**src/hdl/sdr_pkg.sv**
```systemverilog
// Shared widths, register indexes and reset values for the stick deadzone core.
// No dependencies; every other file in hdl/ imports this package.
package sdr_pkg;

  localparam int AX_W      = 16;          // signed axis sample width
  localparam int CFG_W     = 15;          // widest configuration register
  localparam int CFG_IDX_W = 3;           // configuration register index width
  localparam int SQ_W      = 32;          // sum of squares of three axes
  localparam int MAG_W     = SQ_W / 2;    // integer square root width
  localparam int REM_W     = MAG_W + 1;   // square root partial remainder

  localparam logic [CFG_W-1:0] DZ_RESET    = 15'd819;
  localparam logic [CFG_W-1:0] UPPER_RESET = 15'd4096;

  typedef enum logic [CFG_IDX_W-1:0] {
    CFG_MOVE_DZ   = 3'd0,
    CFG_LOOK_DZ   = 3'd1,
    CFG_STICK_SEL = 3'd2,
    CFG_UPPER     = 3'd3,
    CFG_MODE      = 3'd4
  } cfg_idx_e;

  typedef enum logic [1:0] {
    KIND_BOOL  = 2'd0,
    KIND_AXIS1 = 2'd1,
    KIND_AXIS2 = 2'd2,
    KIND_AXIS3 = 2'd3
  } kind_e;

endpackage

```
**src/hdl/sdr_sqrt_cell.sv**
```systemverilog
// One digit step of the restoring integer square root, registered.
// Depends on sdr_pkg for the radicand and root widths.
module sdr_sqrt_cell import sdr_pkg::*; #(
  parameter int SW = 8
) (
  input  logic             clk_i,
  input  logic             rst_ni,
  input  logic             en_i,
  input  logic             valid_i,
  input  logic [REM_W-1:0] rem_i,
  input  logic [MAG_W-1:0] root_i,
  input  logic [SQ_W-1:0]  rad_i,
  input  logic [SW-1:0]    side_i,
  output logic             valid_o,
  output logic [REM_W-1:0] rem_o,
  output logic [MAG_W-1:0] root_o,
  output logic [SQ_W-1:0]  rad_o,
  output logic [SW-1:0]    side_o
);

  logic [REM_W+1:0] rem_ext;
  logic [REM_W+1:0] trial;
  logic [REM_W+1:0] diff;
  logic             ge;
  logic [REM_W-1:0] rem_d;
  logic [MAG_W-1:0] root_d;

  // bring down the next bit pair and try the trial subtrahend
  always_comb begin
    rem_ext = {rem_i, rad_i[SQ_W-1 -: 2]};
    trial   = {1'b0, root_i, 2'b01};
    diff    = rem_ext - trial;
    ge      = (rem_ext >= trial);
    rem_d   = ge ? diff[REM_W-1:0] : rem_ext[REM_W-1:0];
    root_d  = {root_i[MAG_W-2:0], ge};
  end

  always_ff @(posedge clk_i or negedge rst_ni) begin
    if (!rst_ni) begin
      valid_o <= 1'b0;
    end else if (en_i) begin
      valid_o <= valid_i;
    end
  end

  always_ff @(posedge clk_i) begin
    if (en_i) begin
      rem_o  <= rem_d;
      root_o <= root_d;
      rad_o  <= {rad_i[SQ_W-3:0], 2'b00};
      side_o <= side_i;
    end
  end

endmodule

```
**config.mk**
```make
export PLATFORM = sky130hd
export DESIGN_NAME = sdr_sqrt_cell
export DESIGN_NICKNAME = d
export VERILOG_FILES = /design/src/hdl/sdr_pkg.sv /design/src/hdl/sdr_sqrt_cell.sv
export SDC_FILE = /design/constraint.sdc
export NUM_CORES = 1
export LEC_CHECK = 0
export BUFFER_PORTS_ARGS = -buffer_cell sky130_fd_sc_hd__buf_2
export CORE_MARGIN = 8
export CORE_UTILIZATION = 51
export CTS_CLUSTER_DIAMETER = 60
export DETAILED_ROUTE_END_ITERATION = 8
export GPL_ROUTABILITY_DRIVEN = 0
export PLACE_DENSITY = 0.89
export SLEW_MARGIN = 15
export SYNTH_ARGS = -nofsm -noshare
export SYNTH_HDL_FRONTEND = slang
export SYNTH_SLANG_ARGS = --single-unit
```
**constraint.sdc**
```tcl
create_clock -name clk_i -period 2.21 [get_ports clk_i]
set_clock_uncertainty 0.05 [all_clocks]
set_input_delay 0.1105 -clock clk_i [delete_from_list [all_inputs] [get_ports clk_i]]
set_output_delay 0.1105 -clock clk_i [all_outputs]
set_load 0.02 [all_outputs]
```
==> summary.md <==
| Metric | Value |
|---|---|
| Via count | 3272 |
| Largest family of logic cells by synthesized area | compound AO/OA/AOI/OAI gates |
| Final Cell Area | 0.005175 mm^2 |
| Slew HR | 49.59% |
| Hold slack | 9.400 ps |
| Layout cells sized above 1 | 46.51% |
| Synth Register Bits | 72 |
| Reg2reg setup slack | ~1400 ps |
| Drt first-iter violations | 530 |
| Reg2Reg Launch Point | valid_o |
| Final cell count without fillers | 550 |
| Max cap viols | 0 |
| Vias in the first global route | between 3000 and 4000 |
| RR Endpoint | valid_o |
| Die width | 96.65 um |
| Die Ht | 96.65 um |
| I/O pins | 151 |
| Commonest non-fill, non-tap cells in the layout | buf_2 (148), edfxtp_1 (71), dlygate4sd3_1 (55), buf_4 (31), inv_1 (21) |
| Fmax | roughly 460 MHz |
| Outcome | completed |
| Crit path capture type | flip-flop |
| CTS tree | yes |
| Met3 Usage GRT | about a tenth |
| GR met2 Demand/Resource | between 40 and 50% |
| CTS Sinks | 72 |
| R2r worst-path depth | 1 |
| Commonest non-fill, non-tap cell in the layout | buf_2 |
| FFs w/ async S/R, synth | 1.389% |
| Routed WL | 13910 um |
| Detailed placer's ending HPWL | 7519 um |
| Post-synthesis simple-gate area fraction | 4.677% |
| CTS Hold Bufs | 55 |
| Row count | 29 |
| Critical path's slowest cell | a311o_1 |
| Placed cell areas | approximately 0.0044 mm^2 |
| Unrepaired setup endpoints after global routing | false |
| H-tree levels | 3 |
| Synth warnings | 0 |
| Post-Syn Area | between 0.003 and 0.004 mm^2 |
| First-pass GRT wire length | about 21000 um |
| CP Data Arrival Time | around 2200 ps |
| Initial antenna violation count | 0 |
| Post-CTS setup buffers | 0 |
| Worst-margin pin slew | 756.1 ps |
| Post-Synth XOR/XNOR Area | under 10% |
| Post-cts resize count | 0 |
| Power Density | between 700 and 800 mW/mm^2 |
| Multiplexer share of the synthesized area | 6.714% |
| CP max FO | 4 |
| CTS Buf Count | 9 |
| Worst-path clk slew | roughly 100 ps |
| Crit-path leading delay family | compound AO/OA/AOI/OAI gates |
| Area share of fa/ha/maj cells after synthesis | 6.790% |
| Clk_lat worst skew | 380 ps |
| Top cell type's share of synthesized area | 64.28% |
| Worst setup SP type | input port |
| Type of the worst setup path | in -> reg |
| Largest area contributor in the netlist | edfxtp_1 |
| Worst Path Required | roughly 2300 ps |
| Top cells by area, synth | edfxtp_1 (64%), ha_1 (6.8%), mux2_2 (3.4%), mux2_4 (2.7%), inv_1 (2.4%) |
| Worst hold path class | in -> async |
| Met1 usage | 35.21% |
| Mapped Cells | 224 |
| Via-per-instance ratio | 5.949 |
| Primary FF master, synth | edfxtp_1 |
| Largest net degree at the start of global routing | 34 |
| Aggregate negative setup slack | 0 ps |
| Remaining antenna violation count | 0 |
| Fin crit share | 98.12% |
| GR Overflow Total | 0 |
| First-pass DRT Iterations | 6 |
| Initial Utilization | between 50% and 60% |
| Setup Viol. Count Final | 0 |
| Most used routing layer | met2 |
| Total GRT Usage | 29.01% |
| Worst slack at placement | -158.1 ps |
| # placed instances | around 480 |
| Buf+Inv Stages, Crit Path | 2 |
| Synth Area in Compound Gates | 9.544% |
| Buffers on Ports | between 100 and 150 |
| Core area | 0.006314 mm^2 |
| Post-synth EDFFs | 71 |
| Slowest Stage Delay on Critical Path | 390 ps |
| Hold Vio Cnt, Final | 0 |
| Max Root-Sink Buffers | 2 |
| Final WS setup | 41.60 ps |
| Drt drc | 0 |
| Die ar. | 0.009340 mm^2 |
| Leak | 2.343 nW |
| CP Cell Sequence | buf_2 -> inv_1 -> ha_1 -> a211oi_1 -> nor2_1 -> or3_1 -> a311o_1 -> xor2_1 -> mux2_2 |
| Syn avg cell area | 14.81 um^2 |
| Mean routed wirelength per cell | 25.30 um |
| Clock root buffer | clkbuf_8 |
| Cell variety after synth | 42 |
| Nets@finish | 563 |
| # diodes | 0 |
| Sequential share of the synthesized area | 65.03% |
| Slew Limit Fails | 0 |
| Peak VDD IR | 648.6 uV |
| Min Tclk post-route | 2168 ps |
| Area grow syn2layout | 56.02% |
-- state kept, by name (all words and copies together), names as in the netlist --
name and count:
rad_o 30, rem_o 17, root_o 16, side_o 8, valid_o 1
-- worst max-delay path by stage --
stage	startpoint	endpoint	slack [ps]	depth (start not counted)
after floorplan	root_i[7]	rem_o[10]	20	9
after global placement	rem_i[3]	rem_o[16]	-70	8
after detailed placement	root_i[3]	rem_o[16]	-160	9
after CTS	root_i[3]	rem_o[12]	210	10
after global routing	root_i[3]	rem_o[16]	10	9
final	root_i[3]	rem_o[16]	40	9
-- cell type report --
type	count	area, um^2
tap	77	96.34
sequential	72	2157
clock buffer	9	123.9
inverter	21	78.83
clock inverter	7	71.32
multi-input combinational	129	1104
timing repair buffer	235	1544
fill	304	1139
-- logic make-up (layout without fill, tap and decap cells) --
logic type / Yosys count / count (layout)
AND/OR/NAND/NOR: 31 / 31
XOR/XNOR: 14 / 14
buffers and inverters: 24 / 272
AO/OA/AOI/OAI: 46 / 46
multiplexers: 18 / 18
adder cells (fa/ha/maj): 18 / 18
flip-flops: 72 / 72
other: 1 / 2
-- cell usage after synthesis (3+ instances only) --
cell,instances
mux2_4,6
nand2_1,6
a21o_1,4
xnor2_1,8
o21ai_0,7
a21oi_1,14
edfxtp_1,71
a211oi_1,3
xor2_1,6
or3_1,3
inv_1,21
ha_1,18
mux2_2,10
nor2_1,10
-- metrics by stage --
stage,power [mW],util (%)
final,3.831,81.97
after floorplan,2.219,-
after detailed placement,2.588,70.15
after global placement,2.543,70.15
after global routing,3.936,81.97
after CTS,3.677,81.97
-- metal layers --
metal  vias to the layer above  part of all wire (%)
met5                         -                     0
met4                         0                   3.5
met1                      1554                    36
met3                        52                    13
li1                       1328                     -
met2                       338                    47
-- power by group --
part	total (mW)	switching [mW]	internal, mW	leakage (nW)
Combinational	1.02	0.576	0.446	1.55
Sequential	1.71	0.0528	1.66	0.707
Clock	1.10	0.574	0.521	0.0916
Total	3.83	1.20	2.63	2.34
Power figures use the tool's default switching activity.
