[src/hdl/sdr_pkg.sv]
// Shared widths, register indexes and reset values for the stick deadzone core.
// No dependencies; every other file in hdl/ imports this package.
package sdr_pkg;

  localparam int AX_W      = 16;          // signed axis sample width
  localparam int CFG_W     = 15;          // widest configuration register
  localparam int CFG_IDX_W = 3;           // configuration register index width
  localparam int SQ_W      = 32;          // sum of squares of three axes
  localparam int MAG_W     = SQ_W / 2;    // integer square root width
  localparam int REM_W     = MAG_W + 1;   // square root partial remainder

  localparam logic [CFG_W-1:0] DZ_RESET    = 15'd819;
  localparam logic [CFG_W-1:0] UPPER_RESET = 15'd4096;

  typedef enum logic [CFG_IDX_W-1:0] {
    CFG_MOVE_DZ   = 3'd0,
    CFG_LOOK_DZ   = 3'd1,
    CFG_STICK_SEL = 3'd2,
    CFG_UPPER     = 3'd3,
    CFG_MODE      = 3'd4
  } cfg_idx_e;

  typedef enum logic [1:0] {
    KIND_BOOL  = 2'd0,
    KIND_AXIS1 = 2'd1,
    KIND_AXIS2 = 2'd2,
    KIND_AXIS3 = 2'd3
  } kind_e;

endpackage

[src/hdl/sdr_div_cell.sv]
// One quotient bit of a restoring division over several lanes sharing a divisor.
// Depends on sdr_pkg by convention only through its callers' widths.
module sdr_div_cell import sdr_pkg::*; #(
  parameter int LANES = 3,
  parameter int DW    = 16,
  parameter int QW    = 13,
  parameter int SW    = 8
) (
  input  logic                      clk_i,
  input  logic                      rst_ni,
  input  logic                      en_i,
  input  logic                      valid_i,
  input  logic [LANES-1:0][DW-1:0]  rem_i,
  input  logic [LANES-1:0][QW-1:0]  num_i,
  input  logic [LANES-1:0][QW-1:0]  quo_i,
  input  logic [DW-1:0]             den_i,
  input  logic [SW-1:0]             side_i,
  output logic                      valid_o,
  output logic [LANES-1:0][DW-1:0]  rem_o,
  output logic [LANES-1:0][QW-1:0]  num_o,
  output logic [LANES-1:0][QW-1:0]  quo_o,
  output logic [DW-1:0]             den_o,
  output logic [SW-1:0]             side_o
);

  logic [LANES-1:0][DW:0]   r2;
  logic [LANES-1:0][DW:0]   sub;
  logic [LANES-1:0]         ge;
  logic [LANES-1:0][DW-1:0] rem_d;
  logic [LANES-1:0][QW-1:0] quo_d;

  // shift in the next numerator bit and subtract where it fits
  always_comb begin
    for (int l = 0; l < LANES; l++) begin
      r2[l]    = {rem_i[l], num_i[l][QW-1]};
      sub[l]   = r2[l] - {1'b0, den_i};
      ge[l]    = (r2[l] >= {1'b0, den_i});
      rem_d[l] = ge[l] ? sub[l][DW-1:0] : r2[l][DW-1:0];
      quo_d[l] = {quo_i[l][QW-2:0], ge[l]};
    end
  end

  always_ff @(posedge clk_i or negedge rst_ni) begin
    if (!rst_ni) begin
      valid_o <= 1'b0;
    end else if (en_i) begin
      valid_o <= valid_i;
    end
  end

  always_ff @(posedge clk_i) begin
    if (en_i) begin
      for (int l = 0; l < LANES; l++) begin
        rem_o[l] <= rem_d[l];
        num_o[l] <= {num_i[l][QW-2:0], 1'b0};
        quo_o[l] <= quo_d[l];
      end
      den_o  <= den_i;
      side_o <= side_i;
    end
  end

endmodule

[config.mk]
export PLATFORM = sky130hd
export DESIGN_NAME = sdr_div_cell
export DESIGN_NICKNAME = d
export VERILOG_FILES = /design/src/hdl/sdr_pkg.sv /design/src/hdl/sdr_div_cell.sv
export SDC_FILE = /design/constraint.sdc
export NUM_CORES = 1
export LEC_CHECK = 0
export BUFFER_PORTS_ARGS = -buffer_cell sky130_fd_sc_hd__buf_4
export CELL_PAD_IN_SITES_DETAIL_PLACEMENT = 0
export CELL_PAD_IN_SITES_GLOBAL_PLACEMENT = 1
export CORE_MARGIN = 3
export CORE_UTILIZATION = 30
export DETAILED_ROUTE_END_ITERATION = 6
export GPL_ROUTABILITY_DRIVEN = 0
export GPL_TIMING_DRIVEN = 0
export PLACE_DENSITY_LB_ADDON = 0.1
export SLEW_MARGIN = 25
export SYNTH_ARGS = -nofsm -noshare
export SYNTH_HDL_FRONTEND = slang
export SYNTH_SLANG_ARGS = --single-unit
export TNS_END_PERCENT = 30
[constraint.sdc]
create_clock -name clk_i -period 0.8 [get_ports clk_i]
set_input_delay 0.04 -clock clk_i [delete_from_list [all_inputs] [get_ports clk_i]]
set_output_delay 0.04 -clock clk_i [all_outputs]
set_load 0.02 [all_outputs]
==> out/metrics.cfg <==
[final_layout]
fillers=1924
nets=1253
syn2layout_area_growth_pct=88.72
fin_cells=1380
drive_above_1_share_pct=50.42
num_antenna_cells=0
stdcell_area_um2=14020

[global_routing]
grt_pass1_wl_mm=39.27
grt.total_usage_pct=19.10
first_global_vias=6724
grt_max_degree=97
gr-total-overflow=0
antenna_found_initial=0

[placement]
placed_cell_area_um2=10310
hpwl_mm=18.05
portBuffers=298
dp.cells=1158

[timing]
tightest_slew_ns=0.5083
layout_min_cycle_time_ns=1.925
holdWs_ns=-0.03053
slew_headroom_pct=66.11
worst_slack_ns=-1.125
tns_ns=-80.54
period_share_pct=240.6
fmax_ghz=0.5195
slew_violations=0
rsz0062_at_grt=true
setup_viol=199
fin_skew_ns=0
hold_violations=4

[flow_run]
max_cap_violations=0

[synthesis]
ys_async_sr_fraction_pct=0.6757
yosysWarnings=0
synth_common_cells=147 x edfxtp_1, 48 x ha_1, 40 x mux2_2
syn_area_um2=7431
ys.flop_type=edfxtp_1
synth_top_cells_by_area=edfxtp_1 59%, ha_1 8.1%, mux2_2 6.1%
yosysMostFrequentCell=edfxtp_1
synth_top_area_cell=edfxtp_1
ys_seq_elements=148
synthCells=538
yosysUniqueCellTypes=61
synth_sequential_area_ratio_pct=59.74
synth_top_area_share_pct=59.40
synth_edf_count=147
synth.avg_cell_area_um2=13.81

[clocking]
ctsHoldBuffers=138
clk_pin_slew_ns=0.07
clk_latency_ns=0.41
cts_max_path_buffers=2
cts_tree=built
clkSinkCount=148
cts-buffers-inserted=17
cts-root-buf=clkbuf_16
htreeDepth=4

[worst_setup_path]
max_stage_delay_ns=0.40
worst-path-buf-inv=4
required_ns=0.96
worst_path_most_repeated_cell=buf_8
crit_type=input pin to register
arrival_ns=2.08
critPathMaxFanout=5
crit_path_top_delay_cell=a221o_1
crit_chain=buf_8 > inv_8 > ha_4 > a211oi_4 > nor2_1 > a221o_1 > a31oi_4 > o21ai_4 > buf_12 > buf_8 > mux2_4
cp-end-kind=register
cp-start-kind=input pin
cp_top_family=compound AO/OA/AOI/OAI gates

[detailed_routing]
drc=0
antenna_left=0
vias=6422
drt-pass1-iter-count=4
drt_wl_total_mm=26.44
drt_iter0_markers=373
avgViaCountPerCell=4.654
routedWlPerCell_um=19.16

[pwr]
irDropWorstVdd_mv=1.116
p_per_area_nw_per_um2=1856
p_leak_nw=5.785

[floorplanning]
std_cell_rows=56
fp.dieH_um=163.4
die_width_um=163.4
die-area_um2=26690
ioPinCount=305
start_util_pct=31.10
coreArea_um2=23890

[hold_path]
hold_path.class=input pin to register

[status]
status=complete, but fails checks
violations=negative hold slack, negative setup slack

[per-stage QoR]
step / hold slack [ns] / util [%] / setup WS [ns] / power [mW]
after floorplan: -0.2556 / - / -1.276 / 13.36
after global placement: -0.1836 / 43.01 / -1.826 / 16.04
after global routing: -0.05272 / 58.69 / -1.175 / 27.23
after CTS: -0.04848 / 57.20 / -1.073 / 25.88
final: -0.03053 / 58.69 / -1.125 / 26.03
after detailed placement: -0.1806 / 43.16 / -1.812 / 16.07
[cell families after synthesis]
family          after synthesis  share of synthesized area [%]
xor+xnor                     33                          3.890
fa+ha+maj                    51                          8.890
other cells                   1                        0.05047
simple gates                 94                          6.466
mux                          46                          6.937
compound gates              129                          11.85
buf+inv                      36                          2.172
flops                       148                          59.74
[final cells by class]
class / count / area, µm² / area share (%)
buffer: 8 / 78.83 / 0.5621
sequential: 148 / 4439 / 31.66
inverter: 27 / 161.4 / 1.151
tap: 319 / 399.1 / 2.846
timing repair buffer: 490 / 4811 / 34.31
clock inverter: 14 / 137.6 / 0.9814
multi-input combinational: 356 / 3567 / 25.44
clock buffer: 18 / 429.2 / 3.060
[worst paths after layout]
path	from	end	slack [ns]	cells past startpoint
hold reg to reg	valid_o$_DFFE_PN0P_	valid_o$_DFFE_PN0P_	0.54	1
setup / recovery	den_i[10]	rem_o[29]$_DFFE_PP_	-1.12	11
min in group asynchronous	rst_ni	valid_o$_DFFE_PN0P_	0.49	3
max in group asynchronous	rst_ni	valid_o$_DFFE_PN0P_	0.21	3
hold / removal	rem_i[1]	rem_o[2]$_DFFE_PP_	-0.03	2
setup reg to reg	valid_o$_DFFE_PN0P_	valid_o$_DFFE_PN0P_	0.03	1
[cells in the final DEF, fill, tap and decap left out, types with 5 or more instances in the layout]
master	count
a21o_1	15
a21oi_1	22
a21oi_2	9
a31oi_1	14
buf_4	179
buf_6	166
buf_8	7
clkbuf_16	17
clkinvlp_4	8
dlygate4sd3_1	138
edfxtp_1	147
ha_1	14
ha_2	6
ha_4	28
inv_1	13
inv_6	7
inv_8	6
mux2_2	29
mux2_4	12
nand2_1	15
nand2b_1	5
nor2_1	26
nor3_1	5
o21a_1	9
o21ai_0	10
xnor2_1	24
xor2_1	9
[power breakdown]
| group | total [mW] | switching (mW) | leakage (nW) | internal [mW] |
|---|---|---|---|---|
| registers | 9.95 | 0.395 | 1.45 | 9.56 |
| logic | 8.35 | 3.77 | 4.06 | 4.58 |
| clock network | 7.73 | 3.59 | 0.273 | 4.14 |
| total | 26.0 | 7.76 | 5.78 | 18.3 |
[state kept, by name, indices dropped and copies added, names as in the netlist]
| signal | flops |
|---|---|
| rem_o | 48 |
| quo_o | 39 |
| num_o | 36 |
| den_o | 16 |
| side_o | 8 |
| valid_o | 1 |
[per-layer routing]
metal  share of wire [%]  vias to the layer above  GRT usage (%)  wire (µm)
met1                  40                     3083          23.11      10490
met5                   0                        -              0          0
met3                 7.1                       18          5.174       1876
met2                  52                      218          34.18      13770
met4                 1.2                        0          3.960        306
li1                    -                     3103              -          -
[what timing repair did]
action                                  4_1_cts  5_1_grt
buffers inserted                             36       15
endpoints found under the setup margin      283      200
pin swaps                                    18       27
resized for setup                           241       60
hold endpoints to repair                    141        4
cloned                                        3        0
Power figures use the tool's default switching activity.
